$ cat src/wcct_pkg.sv
// weighted color centroid tracker: shared types and constants
// holds the config record, register indexes and reset values; no dependencies
`timescale 1ns / 1ps

package wcct_pkg;

    // config port geometry
    localparam int CFG_IDX_BITS  = 3;
    localparam int CFG_DATA_BITS = 16;

    // register indexes
    localparam logic [CFG_IDX_BITS-1:0] REG_HUE_LIMITS     = 3'd0;
    localparam logic [CFG_IDX_BITS-1:0] REG_SAT_LIMITS     = 3'd1;
    localparam logic [CFG_IDX_BITS-1:0] REG_VAL_LIMITS     = 3'd2;
    localparam logic [CFG_IDX_BITS-1:0] REG_DEFAULT_WEIGHT = 3'd3;
    localparam logic [CFG_IDX_BITS-1:0] REG_WEIGHT_FACTOR  = 3'd4;
    localparam logic [CFG_IDX_BITS-1:0] REG_WEIGHT_DECAY   = 3'd5;

    // reset values
    localparam logic [15:0] HUE_LIMITS_RST     = 16'hB400;
    localparam logic [15:0] SAT_LIMITS_RST     = 16'hFF00;
    localparam logic [15:0] VAL_LIMITS_RST     = 16'hFF00;
    localparam logic [7:0]  DEFAULT_WEIGHT_RST = 8'd10;
    localparam logic [7:0]  WEIGHT_FACTOR_RST  = 8'd0;
    localparam logic [7:0]  WEIGHT_DECAY_RST   = 8'd0;

    // default weight is given in tenths
    localparam int TENTHS = 10;

    // accumulator widths
    localparam int SUM_XY_BITS = 58;
    localparam int SUM_W_BITS  = 48;

    typedef struct packed {
        logic [15:0] hue_limits;
        logic [15:0] sat_limits;
        logic [15:0] val_limits;
        logic [7:0]  default_weight;
        logic [7:0]  weight_factor;
        logic [7:0]  weight_decay;
    } t_cfg;

endpackage

$ cat src/wcct_div.sv
// restoring divider, one quotient bit per cycle
// computes the low QB quotient bits of i_num / i_den; uses no package
`timescale 1ns / 1ps

module wcct_div #(
    parameter int NB = 58,
    parameter int DB = 48,
    parameter int QB = 58
) (
    input  logic          i_clk,
    input  logic          i_rst_n,
    input  logic          i_start,
    input  logic [NB-1:0] i_num,
    input  logic [DB-1:0] i_den,
    output logic          o_done,
    output logic [QB-1:0] o_quot
);

    localparam int CW = $clog2(QB + 1);

    logic          r_busy;
    logic          r_done;
    logic [CW-1:0] r_cnt;
    logic [DB-1:0] r_rem;
    logic [DB-1:0] r_den;
    logic [NB-1:0] r_num;
    logic [QB-1:0] r_q;

    logic [NB-1:0] w_hi;
    logic [DB:0]   w_trial;
    logic [DB:0]   w_diff;
    logic          w_ge;

    // one shift-subtract step
    assign w_hi    = i_num >> QB;
    assign w_trial = {r_rem, r_num[QB-1]};
    assign w_ge    = w_trial >= {1'b0, r_den};
    assign w_diff  = w_trial - {1'b0, r_den};

    // control
    always_ff @(posedge i_clk) begin
        if (!i_rst_n) begin
            r_busy <= 1'b0;
            r_done <= 1'b0;
            r_cnt  <= '0;
        end else begin
            r_done <= 1'b0;
            if (i_start) begin
                r_busy <= 1'b1;
                r_cnt  <= CW'(QB);
            end else if (r_busy) begin
                r_cnt <= r_cnt - 1'b1;
                if (r_cnt == CW'(1)) begin
                    r_busy <= 1'b0;
                    r_done <= 1'b1;
                end
            end
        end
    end

    // datapath
    always_ff @(posedge i_clk) begin
        if (i_start) begin
            r_rem <= w_hi[DB-1:0];
            r_den <= i_den;
            r_num <= i_num;
        end else if (r_busy) begin
            r_rem <= w_ge ? w_diff[DB-1:0] : w_trial[DB-1:0];
            r_num <= {r_num[NB-2:0], 1'b0};
            r_q   <= {r_q[QB-2:0], w_ge};
        end
    end

    assign o_done = r_done;
    assign o_quot = r_q;

    a_no_restart: assert property (@(posedge i_clk) disable iff (!i_rst_n)
        i_start |-> !r_busy) else $error("divider restarted while busy");
    a_done_after_busy: assert property (@(posedge i_clk) disable iff (!i_rst_n)
        r_done |-> $past(r_busy)) else $error("divider done without work");

endmodule

$ cat src/wcct_front.sv
// front end: pixel window test and short queue to the back end
// depends on wcct_pkg for the config record
`timescale 1ns / 1ps

module wcct_front #(
    parameter int X_BITS = 11,
    parameter int Y_BITS = 11
) (
    input  logic               i_clk,
    input  logic               i_rst_n,
    input  wcct_pkg::t_cfg     i_cfg,
    input  logic               i_s_tvalid,
    output logic               o_s_tready,
    input  logic [7:0]         i_hue,
    input  logic [7:0]         i_sat,
    input  logic [7:0]         i_bri,
    input  logic [X_BITS-1:0]  i_x,
    input  logic [Y_BITS-1:0]  i_y,
    input  logic               i_last,
    output logic               o_q_valid,
    input  logic               i_q_ready,
    output logic               o_q_sel,
    output logic               o_q_last,
    output logic [X_BITS-1:0]  o_q_x,
    output logic [Y_BITS-1:0]  o_q_y
);
    import wcct_pkg::*;

    localparam int DEPTH = 4;
    localparam int PTR_W = $clog2(DEPTH);
    localparam int CNT_W = $clog2(DEPTH + 1);

    logic [X_BITS-1:0] r_qx   [DEPTH];
    logic [Y_BITS-1:0] r_qy   [DEPTH];
    logic              r_qsel [DEPTH];
    logic              r_qlast[DEPTH];
    logic [PTR_W-1:0]  r_wr;
    logic [PTR_W-1:0]  r_rd;
    logic [CNT_W-1:0]  r_cnt;

    logic w_sel, w_push, w_pop;

    // inclusive hsv window
    assign w_sel = (i_hue >= i_cfg.hue_limits[7:0]) && (i_hue <= i_cfg.hue_limits[15:8])
                && (i_sat >= i_cfg.sat_limits[7:0]) && (i_sat <= i_cfg.sat_limits[15:8])
                && (i_bri >= i_cfg.val_limits[7:0]) && (i_bri <= i_cfg.val_limits[15:8]);

    // beats that neither add weight nor close a frame are dropped here
    assign o_s_tready = (r_cnt != CNT_W'(DEPTH));
    assign w_push     = i_s_tvalid && o_s_tready && (w_sel || i_last);
    assign w_pop      = o_q_valid && i_q_ready;

    // queue storage
    always_ff @(posedge i_clk) begin
        if (w_push) begin
            r_qx[r_wr]    <= i_x;
            r_qy[r_wr]    <= i_y;
            r_qsel[r_wr]  <= w_sel;
            r_qlast[r_wr] <= i_last;
        end
    end

    // queue pointers
    always_ff @(posedge i_clk) begin
        if (!i_rst_n) begin
            r_wr  <= '0;
            r_rd  <= '0;
            r_cnt <= '0;
        end else begin
            if (w_push) r_wr <= r_wr + 1'b1;
            if (w_pop)  r_rd <= r_rd + 1'b1;
            if (w_push && !w_pop)      r_cnt <= r_cnt + 1'b1;
            else if (!w_push && w_pop) r_cnt <= r_cnt - 1'b1;
        end
    end

    assign o_q_valid = (r_cnt != '0);
    assign o_q_sel   = r_qsel[r_rd];
    assign o_q_last  = r_qlast[r_rd];
    assign o_q_x     = r_qx[r_rd];
    assign o_q_y     = r_qy[r_rd];

    a_cnt_bound: assert property (@(posedge i_clk) disable iff (!i_rst_n)
        r_cnt <= CNT_W'(DEPTH)) else $error("queue count overflow");

endmodule

$ cat src/wcct_back.sv
// back end: pixel weight, accumulation and centroid per frame
// depends on wcct_pkg and wcct_div
`timescale 1ns / 1ps

module wcct_back #(
    parameter int X_BITS    = 11,
    parameter int Y_BITS    = 11,
    parameter int FRAC_BITS = 16
) (
    input  logic               i_clk,
    input  logic               i_rst_n,
    input  wcct_pkg::t_cfg     i_cfg,
    input  logic               i_q_valid,
    output logic               o_q_ready,
    input  logic               i_q_sel,
    input  logic               i_q_last,
    input  logic [X_BITS-1:0]  i_q_x,
    input  logic [Y_BITS-1:0]  i_q_y,
    output logic               o_m_tvalid,
    input  logic               i_m_tready,
    output logic               o_found,
    output logic [X_BITS-1:0]  o_cx,
    output logic [Y_BITS-1:0]  o_cy
);
    import wcct_pkg::*;

    localparam int DIST_BITS = ((X_BITS > Y_BITS) ? X_BITS : Y_BITS) + 1;
    localparam int DEN_BITS  = DIST_BITS + 8;
    localparam int NUM0_BITS = DEN_BITS + 9;
    localparam int WNB       = NUM0_BITS + FRAC_BITS;
    localparam int WDB       = DEN_BITS + 4;
    localparam int WQB       = 9 + FRAC_BITS;
    localparam int WB        = 8 + FRAC_BITS;

    typedef enum logic [8:0] {
        S_IDLE = 9'b000000001,
        S_DEN  = 9'b000000010,
        S_NUM  = 9'b000000100,
        S_WDIV = 9'b000001000,
        S_PROD = 9'b000010000,
        S_ACC  = 9'b000100000,
        S_FEND = 9'b001000000,
        S_CDIV = 9'b010000000,
        S_OUT  = 9'b100000000
    } t_state;

    t_state                 r_state;
    logic [X_BITS-1:0]      r_x, r_prev_x;
    logic [Y_BITS-1:0]      r_y, r_prev_y;
    logic                   r_last, r_prev_known;
    logic [DIST_BITS-1:0]   r_dist;
    logic [DEN_BITS-1:0]    r_den;
    logic [WB-1:0]          r_w;
    logic [WB+X_BITS-1:0]   r_wx;
    logic [WB+Y_BITS-1:0]   r_wy;
    logic [SUM_XY_BITS-1:0] r_sum_wx, r_sum_wy;
    logic [SUM_W_BITS-1:0]  r_sum_w;
    logic                   r_out_valid, r_found;
    logic [X_BITS-1:0]      r_cx, r_res_x;
    logic [Y_BITS-1:0]      r_cy, r_res_y;

    logic [X_BITS-1:0]      w_ax;
    logic [Y_BITS-1:0]      w_ay;
    logic [NUM0_BITS-1:0]   w_num0;
    logic [WNB-1:0]         w_wnum;
    logic [WDB-1:0]         w_wden;
    logic [WQB-1:0]         w_wq;
    logic [WB-1:0]          w_wsat;
    logic                   w_wdone, w_cdone;
    logic [SUM_XY_BITS-1:0] w_qx, w_qy;
    logic                   w_wstart, w_cstart, w_load;

    // manhattan distance to last position
    assign w_ax = (r_prev_x >= i_q_x) ? r_prev_x - i_q_x : i_q_x - r_prev_x;
    assign w_ay = (r_prev_y >= i_q_y) ? r_prev_y - i_q_y : i_q_y - r_prev_y;

    // weight = (dw*den + 10*wf) / (10*den); with no last position den is one and the wf term is dropped
    assign w_num0 = NUM0_BITS'(i_cfg.default_weight) * NUM0_BITS'(r_den)
                  + (r_prev_known ? NUM0_BITS'(i_cfg.weight_factor) * NUM0_BITS'(TENTHS)
                                  : '0);
    assign w_wnum = {w_num0, {FRAC_BITS{1'b0}}};
    assign w_wden = WDB'(r_den) * WDB'(TENTHS);
    assign w_wsat = w_wq[WQB-1] ? {WB{1'b1}} : w_wq[WB-1:0];

    assign w_wstart = (r_state == S_NUM);
    assign w_cstart = (r_state == S_FEND) && (r_sum_w != '0);
    assign w_load   = (r_state == S_OUT) && (!r_out_valid || i_m_tready);

    wcct_div #(.NB(WNB), .DB(WDB), .QB(WQB)) u_wdiv (
        .i_clk   (i_clk),
        .i_rst_n (i_rst_n),
        .i_start (w_wstart),
        .i_num   (w_wnum),
        .i_den   (w_wden),
        .o_done  (w_wdone),
        .o_quot  (w_wq)
    );

    wcct_div #(.NB(SUM_XY_BITS), .DB(SUM_W_BITS), .QB(SUM_XY_BITS)) u_xdiv (
        .i_clk   (i_clk),
        .i_rst_n (i_rst_n),
        .i_start (w_cstart),
        .i_num   (r_sum_wx),
        .i_den   (r_sum_w),
        .o_done  (w_cdone),
        .o_quot  (w_qx)
    );

    wcct_div #(.NB(SUM_XY_BITS), .DB(SUM_W_BITS), .QB(SUM_XY_BITS)) u_ydiv (
        .i_clk   (i_clk),
        .i_rst_n (i_rst_n),
        .i_start (w_cstart),
        .i_num   (r_sum_wy),
        .i_den   (r_sum_w),
        .o_done  (),
        .o_quot  (w_qy)
    );

    assign o_q_ready = (r_state == S_IDLE);

    // sequencer and control state
    always_ff @(posedge i_clk) begin
        if (!i_rst_n) begin
            r_state      <= S_IDLE;
            r_prev_known <= 1'b0;
            r_prev_x     <= '0;
            r_prev_y     <= '0;
            r_sum_wx     <= '0;
            r_sum_wy     <= '0;
            r_sum_w      <= '0;
            r_out_valid  <= 1'b0;
        end else begin
            // result beat held until taken
            if (w_load)                         r_out_valid <= 1'b1;
            else if (r_out_valid && i_m_tready) r_out_valid <= 1'b0;
            case (r_state)
                S_IDLE: begin
                    if (i_q_valid) begin
                        if (i_q_sel)       r_state <= S_DEN;
                        else if (i_q_last) r_state <= S_FEND;
                    end
                end
                S_DEN:  r_state <= S_NUM;
                S_NUM:  r_state <= S_WDIV;
                S_WDIV: if (w_wdone) r_state <= S_PROD;
                S_PROD: r_state <= S_ACC;
                S_ACC: begin
                    r_sum_wx <= r_sum_wx + SUM_XY_BITS'(r_wx);
                    r_sum_wy <= r_sum_wy + SUM_XY_BITS'(r_wy);
                    r_sum_w  <= r_sum_w + SUM_W_BITS'(r_w);
                    r_state  <= r_last ? S_FEND : S_IDLE;
                end
                S_FEND: begin
                    if (r_sum_w == '0) begin
                        r_sum_wx <= '0;
                        r_sum_wy <= '0;
                        r_state  <= S_OUT;
                    end else begin
                        r_state <= S_CDIV;
                    end
                end
                S_CDIV: begin
                    if (w_cdone) begin
                        r_prev_x     <= w_qx[X_BITS-1:0];
                        r_prev_y     <= w_qy[Y_BITS-1:0];
                        r_prev_known <= 1'b1;
                        r_sum_wx     <= '0;
                        r_sum_wy     <= '0;
                        r_sum_w      <= '0;
                        r_state      <= S_OUT;
                    end
                end
                S_OUT: begin
                    if (w_load) begin
                        r_state <= S_IDLE;
                    end
                end
                default: r_state <= S_IDLE;
            endcase
        end
    end

    // datapath registers
    always_ff @(posedge i_clk) begin
        if (r_state == S_IDLE && i_q_valid) begin
            r_x    <= i_q_x;
            r_y    <= i_q_y;
            r_last <= i_q_last;
            r_dist <= DIST_BITS'(w_ax) + DIST_BITS'(w_ay);
        end
        if (r_state == S_DEN) begin
            r_den <= r_prev_known
                   ? DEN_BITS'(r_dist) * DEN_BITS'(i_cfg.weight_decay) + DEN_BITS'(1)
                   : DEN_BITS'(1);
        end
        if (r_state == S_PROD) begin
            r_w  <= w_wsat;
            r_wx <= (WB + X_BITS)'(w_wsat) * (WB + X_BITS)'(r_x);
            r_wy <= (WB + Y_BITS)'(w_wsat) * (WB + Y_BITS)'(r_y);
        end
        if (r_state == S_FEND) begin
            r_found <= 1'b0;
            r_cx    <= '0;
            r_cy    <= '0;
        end
        if (r_state == S_CDIV && w_cdone) begin
            r_found <= 1'b1;
            r_cx    <= w_qx[X_BITS-1:0];
            r_cy    <= w_qy[Y_BITS-1:0];
        end
        if (w_load) begin
            r_res_x <= r_cx;
            r_res_y <= r_cy;
        end
    end

    // found travels with the result beat
    logic r_res_found;
    always_ff @(posedge i_clk) begin
        if (w_load) r_res_found <= r_found;
    end

    assign o_m_tvalid = r_out_valid;
    assign o_found    = r_res_found;
    assign o_cx       = r_res_x;
    assign o_cy       = r_res_y;

    a_cdiv_nonzero: assert property (@(posedge i_clk) disable iff (!i_rst_n)
        (r_state == S_CDIV) |-> (r_sum_w != '0)) else $error("centroid with zero weight");

endmodule

$ cat src/weighted_color_centroid_tracker.sv
// weighted color centroid tracker, top level
// per selected pixel the back end steps through distance, denominator, weight divide,
// product and accumulate; at frame end the two centroid dividers (58 bits each) run together
// unselected non-final pixels are dropped by the front end; selected ones are paced by the
// weight divider, one quotient bit per cycle; a 4-deep queue absorbs bursts
// reset: synchronous active low, restores config defaults, clears sums and last position
`timescale 1ns / 1ps

module weighted_color_centroid_tracker #(
    parameter int X_BITS    = 11,
    parameter int Y_BITS    = 11,
    parameter int FRAC_BITS = 16
) (
    input  logic                               i_clk,
    input  logic                               i_rst_n,
    input  logic                               i_cfg_we,
    input  logic [wcct_pkg::CFG_IDX_BITS-1:0]  i_cfg_idx,
    input  logic [wcct_pkg::CFG_DATA_BITS-1:0] i_cfg_data,
    input  logic                               i_s_tvalid,
    output logic                               o_s_tready,
    // hue, saturation, brightness, pix_x, pix_y from bit 0 up, zero padded
    input  logic [((24+X_BITS+Y_BITS+7)/8)*8-1:0] i_s_tdata,
    input  logic                               i_s_tlast,
    output logic                               o_m_tvalid,
    input  logic                               i_m_tready,
    // found, center_x, center_y from bit 0 up, zero padded
    output logic [((1+X_BITS+Y_BITS+7)/8)*8-1:0]  o_m_tdata
);
    import wcct_pkg::*;

    localparam int OUT_W = ((1 + X_BITS + Y_BITS + 7) / 8) * 8;

    t_cfg              r_cfg;
    logic              w_q_valid, w_q_ready, w_q_sel, w_q_last;
    logic [X_BITS-1:0] w_q_x, w_cx;
    logic [Y_BITS-1:0] w_q_y, w_cy;
    logic              w_found;

    // config registers
    always_ff @(posedge i_clk) begin
        if (!i_rst_n) begin
            r_cfg.hue_limits     <= HUE_LIMITS_RST;
            r_cfg.sat_limits     <= SAT_LIMITS_RST;
            r_cfg.val_limits     <= VAL_LIMITS_RST;
            r_cfg.default_weight <= DEFAULT_WEIGHT_RST;
            r_cfg.weight_factor  <= WEIGHT_FACTOR_RST;
            r_cfg.weight_decay   <= WEIGHT_DECAY_RST;
        end else if (i_cfg_we) begin
            case (i_cfg_idx)
                REG_HUE_LIMITS:     r_cfg.hue_limits     <= i_cfg_data;
                REG_SAT_LIMITS:     r_cfg.sat_limits     <= i_cfg_data;
                REG_VAL_LIMITS:     r_cfg.val_limits     <= i_cfg_data;
                REG_DEFAULT_WEIGHT: r_cfg.default_weight <= i_cfg_data[7:0];
                REG_WEIGHT_FACTOR:  r_cfg.weight_factor  <= i_cfg_data[7:0];
                REG_WEIGHT_DECAY:   r_cfg.weight_decay   <= i_cfg_data[7:0];
                default: ;
            endcase
        end
    end

    wcct_front #(.X_BITS(X_BITS), .Y_BITS(Y_BITS)) u_front (
        .i_clk      (i_clk),
        .i_rst_n    (i_rst_n),
        .i_cfg      (r_cfg),
        .i_s_tvalid (i_s_tvalid),
        .o_s_tready (o_s_tready),
        .i_hue      (i_s_tdata[7:0]),
        .i_sat      (i_s_tdata[15:8]),
        .i_bri      (i_s_tdata[23:16]),
        .i_x        (i_s_tdata[24 +: X_BITS]),
        .i_y        (i_s_tdata[24 + X_BITS +: Y_BITS]),
        .i_last     (i_s_tlast),
        .o_q_valid  (w_q_valid),
        .i_q_ready  (w_q_ready),
        .o_q_sel    (w_q_sel),
        .o_q_last   (w_q_last),
        .o_q_x      (w_q_x),
        .o_q_y      (w_q_y)
    );

    wcct_back #(.X_BITS(X_BITS), .Y_BITS(Y_BITS), .FRAC_BITS(FRAC_BITS)) u_back (
        .i_clk      (i_clk),
        .i_rst_n    (i_rst_n),
        .i_cfg      (r_cfg),
        .i_q_valid  (w_q_valid),
        .o_q_ready  (w_q_ready),
        .i_q_sel    (w_q_sel),
        .i_q_last   (w_q_last),
        .i_q_x      (w_q_x),
        .i_q_y      (w_q_y),
        .o_m_tvalid (o_m_tvalid),
        .i_m_tready (i_m_tready),
        .o_found    (w_found),
        .o_cx       (w_cx),
        .o_cy       (w_cy)
    );

    // result beat packing
    assign o_m_tdata = OUT_W'({w_cy, w_cx, w_found});

endmodule

$ cat config.mk
export PLATFORM = sky130hd
export DESIGN_NAME = weighted_color_centroid_tracker
export DESIGN_NICKNAME = d
export VERILOG_FILES = /design/src/wcct_pkg.sv /design/src/wcct_div.sv /design/src/wcct_front.sv /design/src/wcct_back.sv /design/src/weighted_color_centroid_tracker.sv
export SDC_FILE = /design/constraint.sdc
export NUM_CORES = 2
export LEC_CHECK = 0
export BUFFER_PORTS_ARGS = -buffer_cell sky130_fd_sc_hd__buf_2
export CAP_MARGIN = 30
export CORE_MARGIN = 2
export CORE_UTILIZATION = 56
export CTS_BUF_LIST = sky130_fd_sc_hd__clkbuf_4
export CTS_CLUSTER_DIAMETER = 30
export DETAILED_ROUTE_END_ITERATION = 8
export PLACE_DENSITY_LB_ADDON = 0.05
export REMOVE_ABC_BUFFERS = 1
export SYNTH_ARGS = -nofsm -noshare
export SYNTH_HDL_FRONTEND = slang
export SYNTH_HIERARCHICAL = 1
export SYNTH_SLANG_ARGS = --single-unit
$ cat constraint.sdc
create_clock -name i_clk -period 13.7 [get_ports i_clk]
set_input_delay 2.055 -clock i_clk [delete_from_list [all_inputs] [get_ports i_clk]]
set_output_delay 2.055 -clock i_clk [all_outputs]
set_load 0.005 [all_outputs]
==> impl_metrics.tcl <==
set metrics [dict create \
    fin_worst_skew_ns 0.150 \
    core_area_um2 141000 \
    timing.final.crit_period_ns 7.60 \
    setup_repair_after_global_routing_missed_its_margin "no" \
    max_cap_violations 0 \
    placed_cells 9834 \
    fmax_ghz 0.132 \
    maximum_number_of_pins_on_one_net_before_global_route_repair 70 \
    fin_tns_setup_ns 0 \
    worst_ep_required_time_ns 14.54 \
    post-route-drc-count 0 \
    synth_area_um2 79500 \
    fin_cells 10400 \
    antenna_found_initial 3 \
    cts_max_path_buffers 4 \
    placementRows 138 \
    drt.antenna.violating_nets 0 \
    r2r_slack_ns 6.10 \
    cts-htree-levels 5 \
    path_buf_inv 2 \
    tritoncts_clock_tree "built" \
    drtPass1Iterations 8 \
    hold_path_depth 0 \
    cp.arrival_ns 8.44 \
    cp_slowest_stage_delay_ns 0.63 \
    post_cts.resized_instances 0 \
    topRoutingLayerUsed "met4" \
    final_min_period_over_clock_period_pct 55.4 \
    met2WireLength_mm 92.4 \
    fraction_of_layout_instances_using_a_drive_strength_above_1_pct 11.4 \
    io-pin-count 99 \
    vias_in_the_first_global_route 59500 \
    synth_cells 8103 \
    route.met3.wl_mm 9.52 \
    worst_skew_pair.late_latency_ns 1.23 \
    numPortBuffers 95 \
    die_area_um2 145000 \
    route.final.wire_length_mm 192 \
    routability_congestion_estimate_from_global_placement 0.896 \
    worst_r2r_endpoint "u_back/r_wy[33]$_DFFE_PP_" \
    tritoncts_sink_count 1019 \
    detail_route.vias_per_cell 5.65 \
    grt-ovfl-total 0 \
    syn_avg_cell_area_um2 9.81 \
    criticalPathCategory "register to register" \
    timing.hold.worst.class "register to register" \
    area_growth_pct 7.80 \
    fp.dieH_um 381 \
    cts_hold_buf 0 \
    initial_utilization_pct 56.3 \
    cts-buffers-inserted 312 \
    outcome "completed" \
    finalSetupViolCount 0 \
    vias 58700 \
    final_nets 9542 \
    path_common_cell "fa_1" \
    timing.slew.headroom_pct 25.5 \
    worstSetupPathDepth 20 \
    fillCellCount 12400 \
    worst_hold_startpoint "u_back/u_ydiv/o_quot[7]$_DFFE_PP_" \
    timing.critical_path.slowest_stage_cell "edfxtp_1" \
    groute.usage.overall_pct 26.8 \
    post-dp-hpwl_mm 139 \
    slew_viol_final 0 \
    drt_iter0_drc 3388 \
    yosys_warnings 6 \
    post-cts-setup-buffers 0 \
    grt_pass1_wl_mm 313 \
    clock_tree_root_driver_cell "clkbuf_4" \
    timing.critical_path.cells "or2_2 > and2_1 > fa_1 > fa_1 > fa_1 > fa_1 > inv_1 > fa_1 > inv_1 > ha_1 > and3_1 > a221oi_1 > o21ai_0 > a211oi_1 > o2111ai_1 > nand3_1 > a211oi_1 > a211o_1 > a21oi_1 > xnor2_1" \
    met1Wirelength_mm 83.9 \
    critical_path.top_delay_family "adder cells" \
    critical_path.endpoint_type "register" \
    clkSlewWorstSetupHoldPaths_ns 0.07 \
    timing.critical_path.from "u_back/u_wdiv/o_quot[24]$_DFFE_PP_" \
    wl_per_cell_um 18.4 \
    ff2ff_path_depth 20 \
    critPathLaunchType "register" \
    timing.critical_path.fanout_max 24 \
    measured_slew_at_the_worst_slew_check_pin_ns 1.12 \
    report.final.hold_viol_count 0 \
    min_to "u_back/u_ydiv/o_quot[8]$_DFFE_PP_" \
    reg2reg_from "u_back/u_wdiv/o_quot[24]$_DFFE_PP_" \
    die_w_um 381 \
]
[sequential cells by signal, summed over array words and instances, names as in the netlist, 12 cells and up, named ones only]
signal                cells
u_back/u_wdiv/r_rem      24
u_back/u_wdiv/r_num      25
u_back/u_ydiv/r_den      48
u_back/r_sum_wx          58
u_front/r_qy             44
u_back/u_ydiv/r_rem      48
u_back/r_wy              35
u_back/u_wdiv/r_den      24
u_back/r_wx              35
u_back/r_sum_wy          58
u_back/r_w               24
u_back/u_xdiv/r_num      58
u_back/r_sum_w           48
u_back/r_dist            12
u_back/u_xdiv/r_rem      48
u_back/u_ydiv/r_num      58
u_front/r_qx             44
u_back/u_xdiv/r_den      48
r_cfg                    72
u_back/u_wdiv/o_quot     25
u_back/r_den             20
[stage by stage]
stage / instance area, µm² / setup slack [ns] / hold WS (ns) / utilization, %
after detailed placement: 81600 / 6.20 / 0.406 / 57.8
after global routing: 85600 / 5.56 / 0.388 / 60.6
final: 85600 / 6.10 / 0.382 / 60.6
after floorplan: 78100 / 6.63 / 0.400 / -
after global placement: 81500 / 6.23 / 0.406 / 57.7
after CTS: 85500 / 6.13 / 0.378 / 60.5
[worst max-delay path by stage]
stage / end / slack, ns
2_1_floorplan: u_back/u_xdiv/r_num[0]$_SDFFCE_PN0P_ / 6.63
4_1_cts: u_back/r_wy[33]$_DFFE_PP_ / 6.13
3_3_place_gp: u_back/r_wy[33]$_DFFE_PP_ / 6.23
5_1_grt: u_back/r_wx[32]$_DFFE_PP_ / 5.56
3_5_place_dp: u_back/r_wx[32]$_DFFE_PP_ / 6.20
6_report: u_back/r_wy[33]$_DFFE_PP_ / 6.10
[area by class of cell]
| type | instances | area [µm²] | area share, % |
|---|---|---|---|
| Antenna cell | 9 | 22.5 | 0.0263 |
| Clock buffer | 454 | 3410 | 3.98 |
| Inverter | 999 | 3760 | 4.39 |
| Sequential cell | 1019 | 26600 | 31.0 |
| Tap cell | 1890 | 2360 | 2.76 |
| Multi-Input combinational cell | 5765 | 47800 | 55.9 |
| Clock inverter | 94 | 523 | 0.611 |
| Timing Repair Buffer | 166 | 1140 | 1.33 |
[cell usage in the layout, fill, tap and decap left out, types with 48 or more instances in the layout]
cell type / instances
xor2_1: 135
a21o_1: 173
o21bai_1: 62
o21a_1: 50
nand4_1: 83
fa_1: 588
buf_2: 95
a21oi_1: 429
and3_1: 48
nand2_1: 915
clkinv_1: 54
nor2b_1: 77
o21ai_0: 268
a31oi_1: 53
a22oi_1: 50
inv_1: 993
ha_1: 618
nor2_1: 441
nand2b_1: 65
dfxtp_1: 398
a211oi_1: 91
mux2_2: 159
and2_1: 398
buf_4: 61
clkbuf_4: 454
edfxtp_1: 618
nor3_1: 74
mux2i_1: 117
xnor2_1: 222
nand3_1: 97
[per-layer routing]
layer | up-vias | track usage, %
li1 | 28100 | -
met1 | 28800 | 35.4
met2 | 1438 | 44.8
met3 | 333 | 3.81
met4 | 0 | 9.80
met5 | - | 0
Power is left out: the tool's default activity adds up to more than one toggle a clock period on the data nets, which glitch-free logic cannot reach.
